File: config.mk
export PLATFORM = sky130hd
export DESIGN_NAME = rule_text_tokenizer_top
export DESIGN_NICKNAME = d
export VERILOG_FILES = /design/src/design/rtt_pkg.sv /design/src/design/rule_text_tokenizer_top.sv
export SDC_FILE = /design/constraint.sdc
export NUM_CORES = 1
export LEC_CHECK = 0
export ABC_AREA = 1
export BUFFER_PORTS_ARGS = -buffer_cell sky130_fd_sc_hd__buf_2
export CAP_MARGIN = 20
export CORE_ASPECT_RATIO = 0.7
export CORE_UTILIZATION = 30
export CTS_BUF_LIST = sky130_fd_sc_hd__clkbuf_4 sky130_fd_sc_hd__clkbuf_8
export DETAILED_ROUTE_END_ITERATION = 6
export PLACE_DENSITY = 0.46
export SYNTH_ARGS = -nofsm -noshare
export SYNTH_HDL_FRONTEND = slang
export SYNTH_SLANG_ARGS = --single-unit
File: constraint.sdc
create_clock -name clk -period 17.8 [get_ports clk]
set_clock_uncertainty 0.1 [all_clocks]
set_input_delay 3.56 -clock clk [delete_from_list [all_inputs] [get_ports clk]]
set_output_delay 3.56 -clock clk [all_outputs]
set_load 0.005 [all_outputs]
File: src/design/rtt_pkg.sv
// Shared types, codes and character classes for the rule text tokenizer.
`default_nettype none

package rtt_pkg;

  typedef logic [7:0]  byte_t;
  typedef logic [15:0] pos_t;
  typedef logic [62:0] ival_t;

  typedef enum logic [2:0] {
    MODE_IDLE    = 3'd0,
    MODE_COMMENT = 3'd1,
    MODE_COLON   = 3'd2,
    MODE_STRING  = 3'd3,
    MODE_NUMBER  = 3'd4,
    MODE_IDENT   = 3'd5,
    MODE_DROP    = 3'd6
  } mode_t;

  localparam logic [3:0] KIND_END        = 4'd0;
  localparam logic [3:0] KIND_IDENT      = 4'd1;
  localparam logic [3:0] KIND_STRING     = 4'd2;
  localparam logic [3:0] KIND_INTEGER    = 4'd3;
  localparam logic [3:0] KIND_LPAREN     = 4'd4;
  localparam logic [3:0] KIND_RPAREN     = 4'd5;
  localparam logic [3:0] KIND_LBRACKET   = 4'd6;
  localparam logic [3:0] KIND_RBRACKET   = 4'd7;
  localparam logic [3:0] KIND_COMMA      = 4'd8;
  localparam logic [3:0] KIND_DOT        = 4'd9;
  localparam logic [3:0] KIND_COLON_DASH = 4'd10;
  localparam logic [3:0] KIND_SLASH      = 4'd11;
  localparam logic [3:0] KIND_EQUALS     = 4'd12;
  localparam logic [3:0] KIND_AT         = 4'd13;

  localparam logic [1:0] ERR_NONE         = 2'd0;
  localparam logic [1:0] ERR_UNTERMINATED = 2'd1;
  localparam logic [1:0] ERR_UNEXPECTED   = 2'd2;

  localparam byte_t CH_NUL     = 8'h00;
  localparam byte_t CH_HASH    = 8'h23;
  localparam byte_t CH_LF      = 8'h0A;
  localparam byte_t CH_QUOTE   = 8'h22;
  localparam byte_t CH_COLON   = 8'h3A;
  localparam byte_t CH_DASH    = 8'h2D;
  localparam byte_t CH_UNDER   = 8'h5F;
  localparam byte_t CH_DOT     = 8'h2E;
  localparam byte_t CH_SPACE   = 8'h20;

  localparam ival_t INT_MAX63  = {63{1'b1}};
  localparam pos_t  POS_MAX    = 16'hFFFF;

  typedef struct packed {
    logic [3:0] kind;
    logic [1:0] err;
    pos_t       start;
    pos_t       len;
    pos_t       line;
    ival_t      value;
    logic       last;
  } result_t;

  function automatic logic is_digit(byte_t b);
    return (b >= 8'h30) && (b <= 8'h39);
  endfunction

  function automatic logic is_alpha(byte_t b);
    return ((b >= 8'h61) && (b <= 8'h7A)) || ((b >= 8'h41) && (b <= 8'h5A));
  endfunction

  function automatic logic is_ident_byte(byte_t b);
    return is_alpha(b) || is_digit(b) || (b == CH_UNDER) || (b == CH_COLON) ||
           (b == CH_DOT) || (b == CH_DASH);
  endfunction

  function automatic logic is_space(byte_t b);
    return (b == CH_SPACE) || ((b >= 8'h09) && (b <= 8'h0D));
  endfunction

  // Single-byte punctuation; KIND_END means not punctuation.
  function automatic logic [3:0] punct_kind(byte_t b);
    logic [3:0] k;
    k = KIND_END;
    unique case (b)
      8'h28:   k = KIND_LPAREN;
      8'h29:   k = KIND_RPAREN;
      8'h5B:   k = KIND_LBRACKET;
      8'h5D:   k = KIND_RBRACKET;
      8'h2C:   k = KIND_COMMA;
      8'h2E:   k = KIND_DOT;
      8'h2F:   k = KIND_SLASH;
      8'h3D:   k = KIND_EQUALS;
      8'h40:   k = KIND_AT;
      default: k = KIND_END;
    endcase
    return k;
  endfunction

endpackage

`default_nettype wire

File: src/design/rule_text_tokenizer_top.sv
// Rule text tokenizer: byte stream in, token stream out.
`default_nettype none

// Rule text tokenizer. Takes one text byte per request on the in_ side
// (byte 0 ends the text) and returns token requests on the out_ side:
// punctuation, ':-', quoted strings, decimal integers (saturating at
// 2^63-1), identifiers, and an end token after the end byte. Whitespace
// and '#' comments are skipped; only LF counts a line. An unterminated
// string gives an error token at the end byte; an unexpected byte gives
// one, after which bytes are dropped up to and including the end byte.
// Each byte is scanned in the cycle it is accepted, straight from the
// scanner state registers, and its results (zero, one or two) go into a
// four-entry result queue that drives the out_ ports from registers. One
// byte is taken per clock for as long as the queue has two free entries;
// a byte that closes a token and emits another gives two results, so the
// sustained rate is bounded by the downstream consumer at one token per
// clock. Offsets saturate at min(TEXT_BYTES-1, 65535), lines at 65535.
module rule_text_tokenizer_top #(
  parameter int TEXT_BYTES = 65536
) (
  input  wire logic         clk,
  input  wire logic         rst_n,
  input  wire logic         in_tvalid,
  output      logic         in_tready,
  input  wire logic [7:0]   in_tdata,   // [7:0] byte_value
  output      logic         out_tvalid,
  input  wire logic         out_tready,
  output      logic [111:0] out_tdata,  // [15:0] start_offset, [31:16] token_length,
                                        // [47:32] line_number, [110:48] integer_value,
                                        // [111] zero
  output      logic [5:0]   out_tuser,  // [3:0] token_kind, [5:4] error_code
  output      logic         out_tlast   // last_of_run
);
  import rtt_pkg::*;

  localparam logic [15:0] OFFSET_MAX =
    (TEXT_BYTES - 1 > 65535) ? 16'hFFFF : 16'(TEXT_BYTES - 1);
  localparam int QDEPTH = 4;

  // scanner state
  mode_t mode_r, mode_nxt;
  pos_t  offset_r, offset_nxt;
  pos_t  line_r, line_nxt;
  pos_t  tstart_r, tstart_nxt;
  pos_t  tline_r, tline_nxt;
  ival_t num_r, num_nxt;

  // result queue, entry 0 is the head
  result_t     q_r [QDEPTH];
  result_t     q_nxt [QDEPTH];
  logic [2:0]  cnt_r, cnt_nxt;

  logic        accept, pop;
  byte_t       b;
  result_t     res0, res1;
  logic [1:0]  nres;

  // scan helpers
  logic        fresh_go;
  logic        fresh_emit;
  result_t     fresh_res;
  mode_t       fresh_mode;
  logic        pend_emit;
  result_t     pend_res;
  logic        line_inc;
  pos_t        span;
  logic [3:0]  pk;
  logic [66:0] num_x10;
  ival_t       num_step;

  assign b      = in_tdata;
  assign accept = in_tvalid && in_tready;
  assign pop    = out_tvalid && out_tready;

  assign in_tready  = (cnt_r <= 3'd2);
  assign out_tvalid = (cnt_r != 3'd0);
  assign out_tdata  = {1'b0, q_r[0].value, q_r[0].line, q_r[0].len, q_r[0].start};
  assign out_tuser  = {q_r[0].err, q_r[0].kind};
  assign out_tlast  = q_r[0].last;

  assign span = (offset_r >= tstart_r) ? (offset_r - tstart_r) : 16'd0;
  assign pk   = punct_kind(b);

  // value*10 + digit, shift-add; saturate when it passes 2^63-1
  assign num_x10  = {1'b0, num_r, 3'b000} + {3'b000, num_r, 1'b0} + {63'd0, b[3:0]};
  assign num_step = (num_x10 > {4'd0, INT_MAX63}) ? INT_MAX63 : num_x10[62:0];

  // Outcome of scanning the byte as the start of a new token.
  always_comb begin
    fresh_emit = 1'b0;
    fresh_mode = MODE_IDLE;
    fresh_res  = '{kind: KIND_END, err: ERR_NONE, start: offset_r, len: 16'd0,
                   line: line_r, value: '0, last: 1'b0};
    priority if (b == CH_NUL) begin
      fresh_emit = 1'b1;
    end else if (b == CH_HASH) begin
      fresh_mode = MODE_COMMENT;
    end else if (is_space(b)) begin
      fresh_mode = MODE_IDLE;
    end else if (pk != KIND_END) begin
      fresh_emit     = 1'b1;
      fresh_res.kind = pk;
      fresh_res.len  = 16'd1;
    end else if (b == CH_COLON) begin
      fresh_mode = MODE_COLON;
    end else if (b == CH_QUOTE) begin
      fresh_mode = MODE_STRING;
    end else if (is_digit(b)) begin
      fresh_mode = MODE_NUMBER;
    end else if (is_ident_byte(b)) begin
      fresh_mode = MODE_IDENT;
    end else begin
      fresh_emit    = 1'b1;
      fresh_res.err = ERR_UNEXPECTED;
      fresh_mode    = MODE_DROP;
    end
  end

  // Per-mode scan of the accepted byte.
  always_comb begin
    fresh_go  = 1'b0;
    pend_emit = 1'b0;
    pend_res  = '{kind: KIND_IDENT, err: ERR_NONE, start: tstart_r, len: span,
                  line: tline_r, value: '0, last: 1'b0};
    line_inc  = 1'b0;
    mode_nxt  = mode_r;
    num_nxt   = num_r;
    unique case (mode_r)
      MODE_COMMENT: begin
        if (b == CH_NUL) begin
          fresh_go = 1'b1;
        end else if (b == CH_LF) begin
          line_inc = 1'b1;
          mode_nxt = MODE_IDLE;
        end
      end
      MODE_COLON: begin
        if (b == CH_DASH) begin
          pend_emit     = 1'b1;
          pend_res.kind = KIND_COLON_DASH;
          pend_res.len  = span + 16'd1;
          mode_nxt      = MODE_IDLE;
        end else if (is_ident_byte(b)) begin
          mode_nxt = MODE_IDENT;
        end else begin
          pend_emit = 1'b1;
          fresh_go  = 1'b1;
        end
      end
      MODE_STRING: begin
        if (b == CH_NUL) begin
          pend_emit      = 1'b1;
          pend_res.kind  = KIND_END;
          pend_res.err   = ERR_UNTERMINATED;
          pend_res.start = offset_r;
          pend_res.len   = 16'd0;
          pend_res.line  = line_r;
        end else if (b == CH_QUOTE) begin
          pend_emit     = 1'b1;
          pend_res.kind = KIND_STRING;
          mode_nxt      = MODE_IDLE;
        end else if (b == CH_LF) begin
          line_inc = 1'b1;
        end
      end
      MODE_NUMBER: begin
        if (is_digit(b)) begin
          num_nxt = num_step;
        end else begin
          pend_emit      = 1'b1;
          pend_res.kind  = KIND_INTEGER;
          pend_res.value = num_r;
          num_nxt        = '0;
          fresh_go       = 1'b1;
        end
      end
      MODE_IDENT: begin
        if (!is_ident_byte(b)) begin
          pend_emit = 1'b1;
          fresh_go  = 1'b1;
        end
      end
      MODE_DROP: begin
        mode_nxt = MODE_DROP;
      end
      default: begin
        fresh_go = 1'b1;
      end
    endcase

    tstart_nxt = tstart_r;
    tline_nxt  = tline_r;
    if (fresh_go) begin
      mode_nxt = fresh_mode;
      if (b == CH_LF) begin
        line_inc = 1'b1;
      end
      if (fresh_mode == MODE_COLON || fresh_mode == MODE_NUMBER ||
          fresh_mode == MODE_IDENT) begin
        tstart_nxt = offset_r;
        tline_nxt  = line_r;
      end else if (fresh_mode == MODE_STRING) begin
        tstart_nxt = (offset_r < OFFSET_MAX) ? offset_r + 16'd1 : OFFSET_MAX;
        tline_nxt  = line_r;
      end
      if (fresh_mode == MODE_NUMBER) begin
        num_nxt = {59'd0, b[3:0]};
      end
    end

    line_nxt   = (line_inc && line_r < POS_MAX) ? line_r + 16'd1 : line_r;
    offset_nxt = (offset_r < OFFSET_MAX) ? offset_r + 16'd1 : offset_r;

    // end byte always returns the scanner to its reset state
    if (b == CH_NUL) begin
      mode_nxt   = MODE_IDLE;
      offset_nxt = 16'd0;
      line_nxt   = 16'd1;
      tstart_nxt = 16'd0;
      tline_nxt  = 16'd1;
      num_nxt    = '0;
    end

    // pack up to two results in order
    res0 = pend_emit ? pend_res : fresh_res;
    res1 = fresh_res;
    if (pend_emit && fresh_go && fresh_emit) begin
      nres = 2'd2;
    end else if (pend_emit || (fresh_go && fresh_emit)) begin
      nres = 2'd1;
    end else begin
      nres = 2'd0;
    end
    res0.last = (nres == 2'd1);
    res1.last = 1'b1;
  end

  // Result queue: shift on pop, append at the tail.
  always_comb begin
    logic [2:0] base;
    logic [1:0] push;
    push = accept ? nres : 2'd0;
    base = cnt_r - {2'd0, pop};
    for (int i = 0; i < QDEPTH; i++) begin
      if (push != 2'd0 && 3'(i) == base) begin
        q_nxt[i] = res0;
      end else if (push == 2'd2 && 3'(i) == base + 3'd1) begin
        q_nxt[i] = res1;
      end else if (pop && i < QDEPTH - 1) begin
        q_nxt[i] = q_r[(i < QDEPTH - 1) ? i + 1 : i];
      end else begin
        q_nxt[i] = q_r[i];
      end
    end
    cnt_nxt = base + {1'b0, push};
  end

  always_ff @(posedge clk) begin
    if (!rst_n) begin
      mode_r   <= MODE_IDLE;
      offset_r <= 16'd0;
      line_r   <= 16'd1;
      tstart_r <= 16'd0;
      tline_r  <= 16'd1;
      num_r    <= '0;
      cnt_r    <= 3'd0;
    end else begin
      if (accept) begin
        mode_r   <= mode_nxt;
        offset_r <= offset_nxt;
        line_r   <= line_nxt;
        tstart_r <= tstart_nxt;
        tline_r  <= tline_nxt;
        num_r    <= num_nxt;
      end
      cnt_r <= cnt_nxt;
    end
  end

  always_ff @(posedge clk) begin
    for (int i = 0; i < QDEPTH; i++) begin
      q_r[i] <= q_nxt[i];
    end
  end

endmodule

`default_nettype wire
### After elaboration in Yosys (flattened, before gate mapping)

Memory sizes are Yosys's and may differ from the RTL's.
Index checks and enable logic that the tools add are counted.

* bits of input ports: 12
* ROM bits: 0
* memory bits (writable): 472
* memories: 1
* register bits: 133
* output and inout port bits: 121
* latch bits: 0

* shift-type cells: 0
* bitwise gates (word level): 0
* multiply operators: 0
* $add $sub $neg: 9
* equality and inequality tests: 37
* reduce and logical (&&, ||, !) cells: 44
* mux-type cells: 99
* $lt $le $gt $ge: 13
* div/mod/pow operators: 0

Memory list
* q_r: depth 4, width 118, read ports 4, clocked after memory_dff 0, write ports 4, RTL line rule_text_tokenizer_top.sv:49 `result_t q_r [QDEPTH];`

Operators by type and width (number)
* 118-bit two-way mux: 12
* 63-bit two-way mux: 8
* 16-bit two-way mux: 16
* 8-bit by 6-bit equality test with 1-bit output, second input constant: 11
* 66-bit by 64-bit adder with 67-bit output: 1
* 67-bit by 4-bit adder with 67-bit output: 1
* 67-bit by 63-bit > comparator with 1-bit output, second input constant: 1
* 49-bit two-way mux: 1
* 16-bit by 1-bit adder with 16-bit output, second input constant: 3
* 3-bit two-way mux: 12
* 4-bit case mux with 9 select lines: 1
* 8-bit by 7-bit equality test with 1-bit output, second input constant: 4
* 16-bit less-than comparator, second input constant: 2
* 16-bit case mux with 2 select lines: 1
* 1-bit two-way mux: 25
* 2-bit two-way mux: 12
* 1-bit logical AND: 18
* 6-bit two-way mux: 3
* 17-bit two-way mux: 1
* 16-bit >= comparator: 1
* 8-bit by 7-bit >= comparator with 1-bit output, second input constant: 2
* 8-bit by 7-bit <= comparator with 1-bit output, second input constant: 2
* 16-bit subtractor: 1
* 3-bit equality test, second input constant: 5
* other kinds (34): 58

### Depth between registers and ports, before layout

Gate-level depths: netlist of the first run.

* word-level depth: 25
* mapped depth: 23
* depth with buffers taken out: 22

### Least setup slack after synthesis of the first run

OpenSTA, ideal clock, no wires.

* kind: input -> register
* start: in in_tdata[3]
* end: mem q_r[3][0] (netlist bit) (enable)
* path slack: 3.479 ns
* arrival time: 13.463 ns
* stages: 15
* path through: nor2_1 nand2_1 nor2_1 nor3_1 nor3_2 nand3_1 nor2_2 nand2_1 nand3_2 nand2_2 nor2_4 inv_1 nor2_1 nand2_1 o21ai_0

RTL lines
* from (decl): RTL line rule_text_tokenizer_top.sv:25 `input wire logic [7:0] in_tdata,`
* to (decl): RTL line rule_text_tokenizer_top.sv:49

==> results of run 1 <==
[critical path, cell delays in order]
cell,delay (ns)
buf_2,0.17
nor2_1,0.08
inv_1,0.05
o21ai_1,0.07
nand2_1,0.07
nand2_1,0.05
nand2_1,0.17
inv_2,0.11
nor2_4,0.08
buf_4,0.46
inv_2,0.25
nand2_2,0.14
o21ai_2,0.24
nor2_4,0.17
buf_4,0.53
buf_4,0.71
nand3_4,0.61
buf_4,0.50
nand3_4,0.34
buf_16,0.31
buf_4,0.86
[report_power, final]
| part | leakage (uW) | internal (uW) | switching [uW] |
|---|---|---|---|
| combinational | 0.0103 | 550 | 1570 |
| clock | 0.00116 | 727 | 652 |
| sequential | 0.00556 | 2160 | 186 |
[layout make-up]
type	count	area [um2]
Inverter	528	1990
Clock buffer	144	1790
Timing Repair Buffer	181	1050
Fill cell	12700	78900
Sequential cell	605	16800
Multi-Input combinational cell	3263	16500
Clock inverter	53	398
Antenna cell	1	2.50
Tap cell	1620	2030
[sequential cells by signal (all words and copies together), names as in the netlist]
register / flops
cnt_r: 3
line_r: 16
mode_r: 3
num_r: 63
offset_r: 16
q_r: 472
tline_r: 16
tstart_r: 16
[stage by stage]
stage | setup slack, ns | hold slack (ns) | total power (uW)
floorplan | 3.48 | 0.329 | 3640
global placement | 7.30 | 0.338 | 4490
detailed placement | 7.26 | 0.344 | 4500
CTS | 8.11 | 0.361 | 5900
global route | 8.00 | 0.383 | 6220
finish | 8.33 | 0.358 | 5850
[cell usage after synthesis (all sizes together)]
master	n	share of area (%)
xor2	54	1.3
and3	3	0.052
and2	2	0.035
edfxtp	472	39
o21a	8	0.17
clkbuf	119	1.2
o21ai	259	3.6
a31o	1	0.024
or2	4	0.069
conb	1	0.010
a21o	9	0.19
inv	526	5.5
o22ai	143	2.5
a32oi	1	0.024
o2111ai	2	0.048
a21boi	3	0.062
nand2	1269	13
a22oi	2	0.041
o211ai	3	0.062
dfxtp	133	7.4
o31ai	4	0.083
clkinv	2	0.021
a21oi	246	3.4
nand4	151	2.6
nor3	45	0.65
o21bai	14	0.29
a211oi	1	0.021
nor4	6	0.10
nor2	451	4.8
ha	149	5.1
xnor2	24	0.58
nand3b	5	0.10
a31oi	7	0.12
buf	127	1.8
nand3	392	5.5
fa	4	0.22
[path summary, 6_finish.rpt]
kind | from | slack [ns] | end | depth (start not counted)
worst max register to register | mode_r[2] | 10.83 | q_r[1][67] | 16
worst min register to register | tline_r[0] | 0.36 | tline_r[0] | 2
worst min-delay path | tline_r[0] | 0.36 | tline_r[0] | 2
worst max-delay path | in_tdata[1] | 8.33 | q_r[1][67] | 21
[routing by layer]
metal / vias up / track usage [%]
met5: - / 0
met4: 0 / 5.09
met3: 162 / 3.72
met2: 969 / 28.4
met1: 15200 / 33.3
li1: 15700 / -
[logic make-up (layout without fill, tap and decap cells)]
kind of cell | count (synthesis) | count (layout)
other | 1 | 2
DFF | 605 | 605
adders and majority gates | 153 | 153
xor gates and xnor gates | 78 | 78
AOI/OAI and AO/OA | 703 | 703
buffers and inverters | 774 | 906
and+or+nand+nor | 2328 | 2328
[placed cells by master (no fill, tap or decap), types with 9 or more instances in the layout]
master       n
nand2_1   1257
inv_1      501
edfxtp_1   472
nor2_1     438
nand3_1    381
a21oi_1    244
o21ai_0    164
nand4_1    151
ha_1       149
o22ai_1    143
dfxtp_1    133
buf_2      132
clkbuf_8   113
o21ai_1     92
xor2_1      54
buf_4       48
nor3_1      42
clkbuf_4    31
clkinv_1    29
xnor2_1     24
inv_2       22
clkinv_2    16
o21bai_1    14
a21o_1       9
==> parameters.txt, run 1 <==
Parameter                              Value

Outcome
  Status ... complete, no violations

STA
  RSZ-0062 raised after global routing ... false
  Final slew viol count ... 0
  Slew Limit Headroom ... 15.8%
  Final critical path time including I/O delays and setup ... 9.47 ns
  Final number of hold-violating endpoints ... 0
  Actual slew at the worst max-slew pin ... 1.25 ns
  TNS Setup ... 0 ns
  Final Cycle Share ... 53.2%
  Setup Viol. Count Final ... 0
  Upper clock frequency limit ... 106 MHz

Route
  Final WL ... 130 mm
  Detailed-route wire length on metal 1 ... 68.7 mm
  Average detailed-routed wire length per instance ... 20.3 um
  Uppermost metal layer occupied by signal nets ... met4
  Total DRC errors in the routed layout ... 0
  Number of antenna-violating nets in the routed design ... 0
  Via count ... 32000
  Post-detailed-route via-to-cell ratio ... 5.01
  Length of routed met3 wiring ... 8.18 mm
  Violation count after the first detailed-routing iteration ... 3031
  Detailed-routed wire length on met2 ... 50.1 mm
  Pre-antenna DRT Iters ... 6

Placed design
  Post-placement cell count ... 6195
  Dpl hpwl ... 86.1 mm
  Placer's final routability congestion estimate ... 0.929
  Port Buffers ... 131
  Placed inst area ... 0.0383 mm2

Finish
  Number of standard cells in the final layout excluding fillers ... 6395
  Area of all placed cells without fillers ... 0.0406 mm2
  Number of nets in the final layout ... 4849
  Share of post-route cells with drive strength above 1 ... 8.92%
  Area Growth Syn to Fin ... 12.0%
  Final cell utilization of the core ... 33.9%

Clocking
  TritonCTS clock tree ... done
  Number of buffers added to fix hold violations after cts ... 0
  Clock slew at the register clock pins of the worst setup and hold paths ... 0.07 ns
  Post CTS Setup Buffer Count ... 0
  Number of sinks handled by clock tree synthesis ... 605
  Number of buffers on the longest clock path ... 3
  Number of levels the H-tree was split into ... 3
  CTS Root Cell ... clkbuf_8
  Post-CTS sizing ... 0
  Clock latency at the later pin of the worst-skew pair ... 0.80 ns
  Total CTS buffers ... 105

Synthesis
  Yosys reg bits ... 605
  Fraction of the mapped netlist area in adder cells ... 5.37%
  Simple-gate area share of the yosys netlist ... 27.1%
  Syn avg cell area ... 7.80 um2
  Count of distinct cell types in the synthesized netlist ... 49
  Dominant combinational cell family by area after synthesis ... simple AND/OR/NAND/NOR gates
  Compound-Gate Fraction of Synth Area ... 10.6%
  Cell Area, Synth ... 0.0362 mm2
  Fraction of the yosys area taken by sequential cells ... 46.5%
  YS warnings ... 0
  Area share of xor/xnor cells in the synthesized design ... 1.89%
  Share of synthesized area spent on multiplexers ... 0%
  Net count of the mapped netlist ... 4807
  Cells after Synth ... 4642

Flow run
  Number of maximum-capacitance constraint violations ... 0

Setup path
  Nature of the critical path startpoint ... input pin
  Crit path kind ... in -> reg
  Type of destination of the critical path ... register
  Req. time, crit path ... 18.10 ns
  CP max FO ... 61
  Arrival time at the worst endpoint ... 9.76 ns

Global route
  Antenna violations before repair ... 3
  Overall fraction of global-route tracks in use ... 20.9%
  First-pass GRT wire length ... 196 mm
  Pin count of the biggest net entering global routing ... 126
  Gr ovfl total ... 0
  Via count of the first global-routing pass ... 30200

Floorplanning
  Top-Level Pins ... 133
  Area inside the core boundary ... 0.119 mm2
  Floorplan die width ... 417 um
  Die Footprint ... 0.122 mm2
  Die extent in y ... 293 um
  Cell row count ... 106
  Starting utilization of the core area ... 30.3%

Pwr
  Leakage ... 0.0171 uW
  IR drop worst, VDD ... 0.133 mV
  Power density relative to cell area ... 144 mW/mm2

Min path
  Kind of path behind the tightest hold check ... reg -> reg
Note: power is estimated with default switching activity, not from simulation.
==> inputs of run 2 (changes only) <==
Clock period 17.8 ns to 8.8 ns, I/O delays scaled along.
==> run 2 against run 1 <==
Final cell count barely moved. Wire length rose by 1.8%. Core utilization hardly changed. Clock-buffer cell count grew 13. Sequential share of layout area about the same. Global-route usage is 0.30 points higher. Total power up 100%. Flip-flop and latch count did not move. Critical path depth down 1. Non-clock buffer count up 1. Critical path type unchanged. Largest cell class unchanged. Largest power group unchanged. Highest routed layer unchanged.
==> parameters.txt, run 2 (synthesis gave the netlist of run 1 again) <==
Parameter                              Value

Finish
  Highest-count cells in the layout ignoring fill and taps ... 1257 x nand2_1, 501 x inv_1, 472 x edfxtp_1, 438 x nor2_1, 381 x nand3_1 (unchanged)
  Largest register FFs ... 472 (unchanged)
  Commonest non-fill, non-tap cell in the layout ... nand2_1 (unchanged)
  Total of fill cells in the finished design ... 12700 (about the same)
  Combined flip-flop and latch cell area ... 0.0168 mm2 (unchanged)
  Largest regs ... q_r: 472 flops, num_r: 63 flops (unchanged)
  Area Growth Syn to Fin ... 12.1% (was 12.0%)
  Number of nets in the final layout ... 4852 (was 4849)
  Share of post-route cells with drive strength above 1 ... 9.09% (was 8.92%)
  Final cell utilization of the core ... 34.0% (was 33.9%)
  Multi-input gate area in the final layout ... 0.0165 mm2 (about the same)
  Area of all placed cells without fillers ... 0.0406 mm2 (about the same)
  Register ranked first by flip-flop count ... q_r (unchanged)

Route
  Pre-antenna DRT Iters ... 5 (was 6)
  Violation count after the first detailed-routing iteration ... 3437 (was 3031)
  Number of antenna-violating nets in the routed design ... 0 (unchanged)
  Average detailed-routed wire length per instance ... 20.6 um (was 20.3 um)
  Post-detailed-route via-to-cell ratio ... 5.04 (was 5.01)
  Via count ... 32300 (was 32000)
  Total DRC errors in the routed layout ... 0 (unchanged)
  Final WL ... 132 mm (was 130 mm)

Pwr
  Power density relative to cell area ... 292 mW/mm2 (was 144 mW/mm2)
  IR drop worst, VDD ... 0.231 mV (was 0.133 mV)
  Leakage ... 0.0171 uW (about the same)
  Total power draw ... 11900 uW (was 5850 uW)

STA
  TNS Setup ... 0 ns (unchanged)
  Setup ws final ... 2.58 ns (was 8.33 ns)
  Final Cycle Share ... 70.7%
  Upper clock frequency limit ... 161 MHz
  RSZ-0062 raised after global routing ... false (unchanged)
  Slew Limit Headroom ... 18.6% (was 15.8%)
  Final slew viol count ... 0 (unchanged)
  Actual slew at the worst max-slew pin ... 1.21 ns (was 1.25 ns)
  Final number of hold-violating endpoints ... 0 (unchanged)
  Setup Viol. Count Final ... 0 (unchanged)
  Final critical path time including I/O delays and setup ... 6.22 ns

Clocking
  TritonCTS clock tree ... done (unchanged)
  Post-CTS sizing ... 0 (unchanged)
  Number of levels the H-tree was split into ... 3 (unchanged)
  Clock slew at the register clock pins of the worst setup and hold paths ... 0.06 ns (was 0.07 ns)
  Number of buffers added to fix hold violations after cts ... 0 (unchanged)
  Number of sinks handled by clock tree synthesis ... 605 (unchanged)
  Total CTS buffers ... 107 (was 105)
  CTS Root Cell ... clkbuf_8 (unchanged)
  Post CTS Setup Buffer Count ... 0 (unchanged)
  Clock latency at the later pin of the worst-skew pair ... 0.80 ns (about the same)
  Number of buffers on the longest clock path ... 3 (unchanged)

Setup path
  Nature of the critical path startpoint ... input pin (unchanged)
  First element of the critical path ... in_tdata[3] (was in_tdata[1])
  Startpoint of the worst-slack reg-to-reg timing path ... mode_r[2] (unchanged)
  Req. time, crit path ... 9.19 ns (was 18.10 ns)
  CP max FO ... 117 (was 61)
  Crit path kind ... in -> reg (unchanged)
  Cell depth of the worst flop-to-flop path ... 15 (was 16)
  Type of destination of the critical path ... register (unchanged)
  Arrival time at the worst endpoint ... 6.61 ns (was 9.76 ns)

Global route
  First-pass GRT wire length ... 198 mm (was 196 mm)
  Antenna violations before repair ... 3 (unchanged)
  Overall fraction of global-route tracks in use ... 21.2% (was 20.9%)
  Pin count of the biggest net entering global routing ... 118 (was 126)
  Gr ovfl total ... 0 (unchanged)
  Via count of the first global-routing pass ... 30200 (about the same)

Floorplanning
  Top-Level Pins ... 133 (unchanged)
  Starting utilization of the core area ... 30.3% (unchanged)
  Floorplan die width ... 417 um (unchanged)
  Die Footprint ... 0.122 mm2 (unchanged)
  Cell row count ... 106 (unchanged)
  Die extent in y ... 293 um (unchanged)
  Area inside the core boundary ... 0.119 mm2 (unchanged)

Outcome
  Status ... complete, no violations (unchanged)

Flow run
  Number of maximum-capacitance constraint violations ... 0 (unchanged)

Placed design
  Placed inst area ... 0.0384 mm2 (was 0.0383 mm2)
  Dpl hpwl ... 86.1 mm (about the same)
  Worst setup timing slack at the placement stage ... 1.87 ns (was 7.26 ns)
  Port Buffers ... 131 (unchanged)
  Placer's final routability congestion estimate ... 0.948 (was 0.929)

Min path
  Startpoint of the lowest-slack hold path ... tline_r[12] (was tline_r[0])
  Kind of path behind the tightest hold check ... reg -> reg (unchanged)
  Number of cells on the worst hold path ... 2 (unchanged)
## run 2: power breakdown
group | switching (uW) | leakage [uW] | internal [uW]
Combinational | 3180 | 0.0104 | 1150
Clock | 1300 | 0.00115 | 1440
Sequential | 441 | 0.00556 | 4360
Total | 4920 | 0.0171 | 6950
## run 2: area by class of cell
| class | count | share of cell area (%) |
|---|---|---|
| Inverter | 528 | 4.90 |
| Tap cell | 1620 | 4.99 |
| Timing Repair Buffer | 182 | 2.77 |
| Multi-Input combinational cell | 3263 | 40.6 |
| Sequential cell | 605 | 41.5 |
| Clock buffer | 157 | 4.64 |
| Antenna cell | 3 | 0.0185 |
| Clock inverter | 42 | 0.653 |
## run 2: critical path: stages
cell     delay [ns]
buf_2          0.15
inv_2          0.10
nor2_2         0.18
inv_2          0.04
nor2_1         0.12
inv_1          0.07
nand2_1        0.07
nand2_1        0.16
inv_2          0.16
nor2_4         0.03
buf_4          0.27
inv_2          0.27
nand2_2        0.10
o21ai_2        0.65
nand2_2        0.27
nand2_2        0.17
inv_2          0.08
nand2_8        0.53
nand3_4        0.78
buf_12         0.47
## run 2: path summary, 6_finish.rpt
check	endpoint	slack [ns]
setup / recovery	q_r[1][53]	2.58
hold / removal	tline_r[12]	0.36
setup reg to reg	q_r[3][21]	3.17
hold reg to reg	tline_r[12]	0.36
## run 2: metrics by stage
| step | hold WS (ns) | std cells |
|---|---|---|
| finish | 0.364 | 6400 |
| global placement | 0.340 | 6198 |
| detailed placement | 0.356 | 6198 |
| CTS | 0.365 | 6397 |
| floorplan | 0.329 | 4642 |
| global route | 0.382 | 6400 |
## run 2: metal layers
layer	vias to the layer above	wire length (um)	share of wire (%)	global-route usage, %
met5	-	0	0	0
met4	0	2440	1.8	4.45
met3	162	9570	7.2	3.79
met2	1165	51200	39	28.8
met1	15200	68900	52	34.0
li1	15700	-	-	-
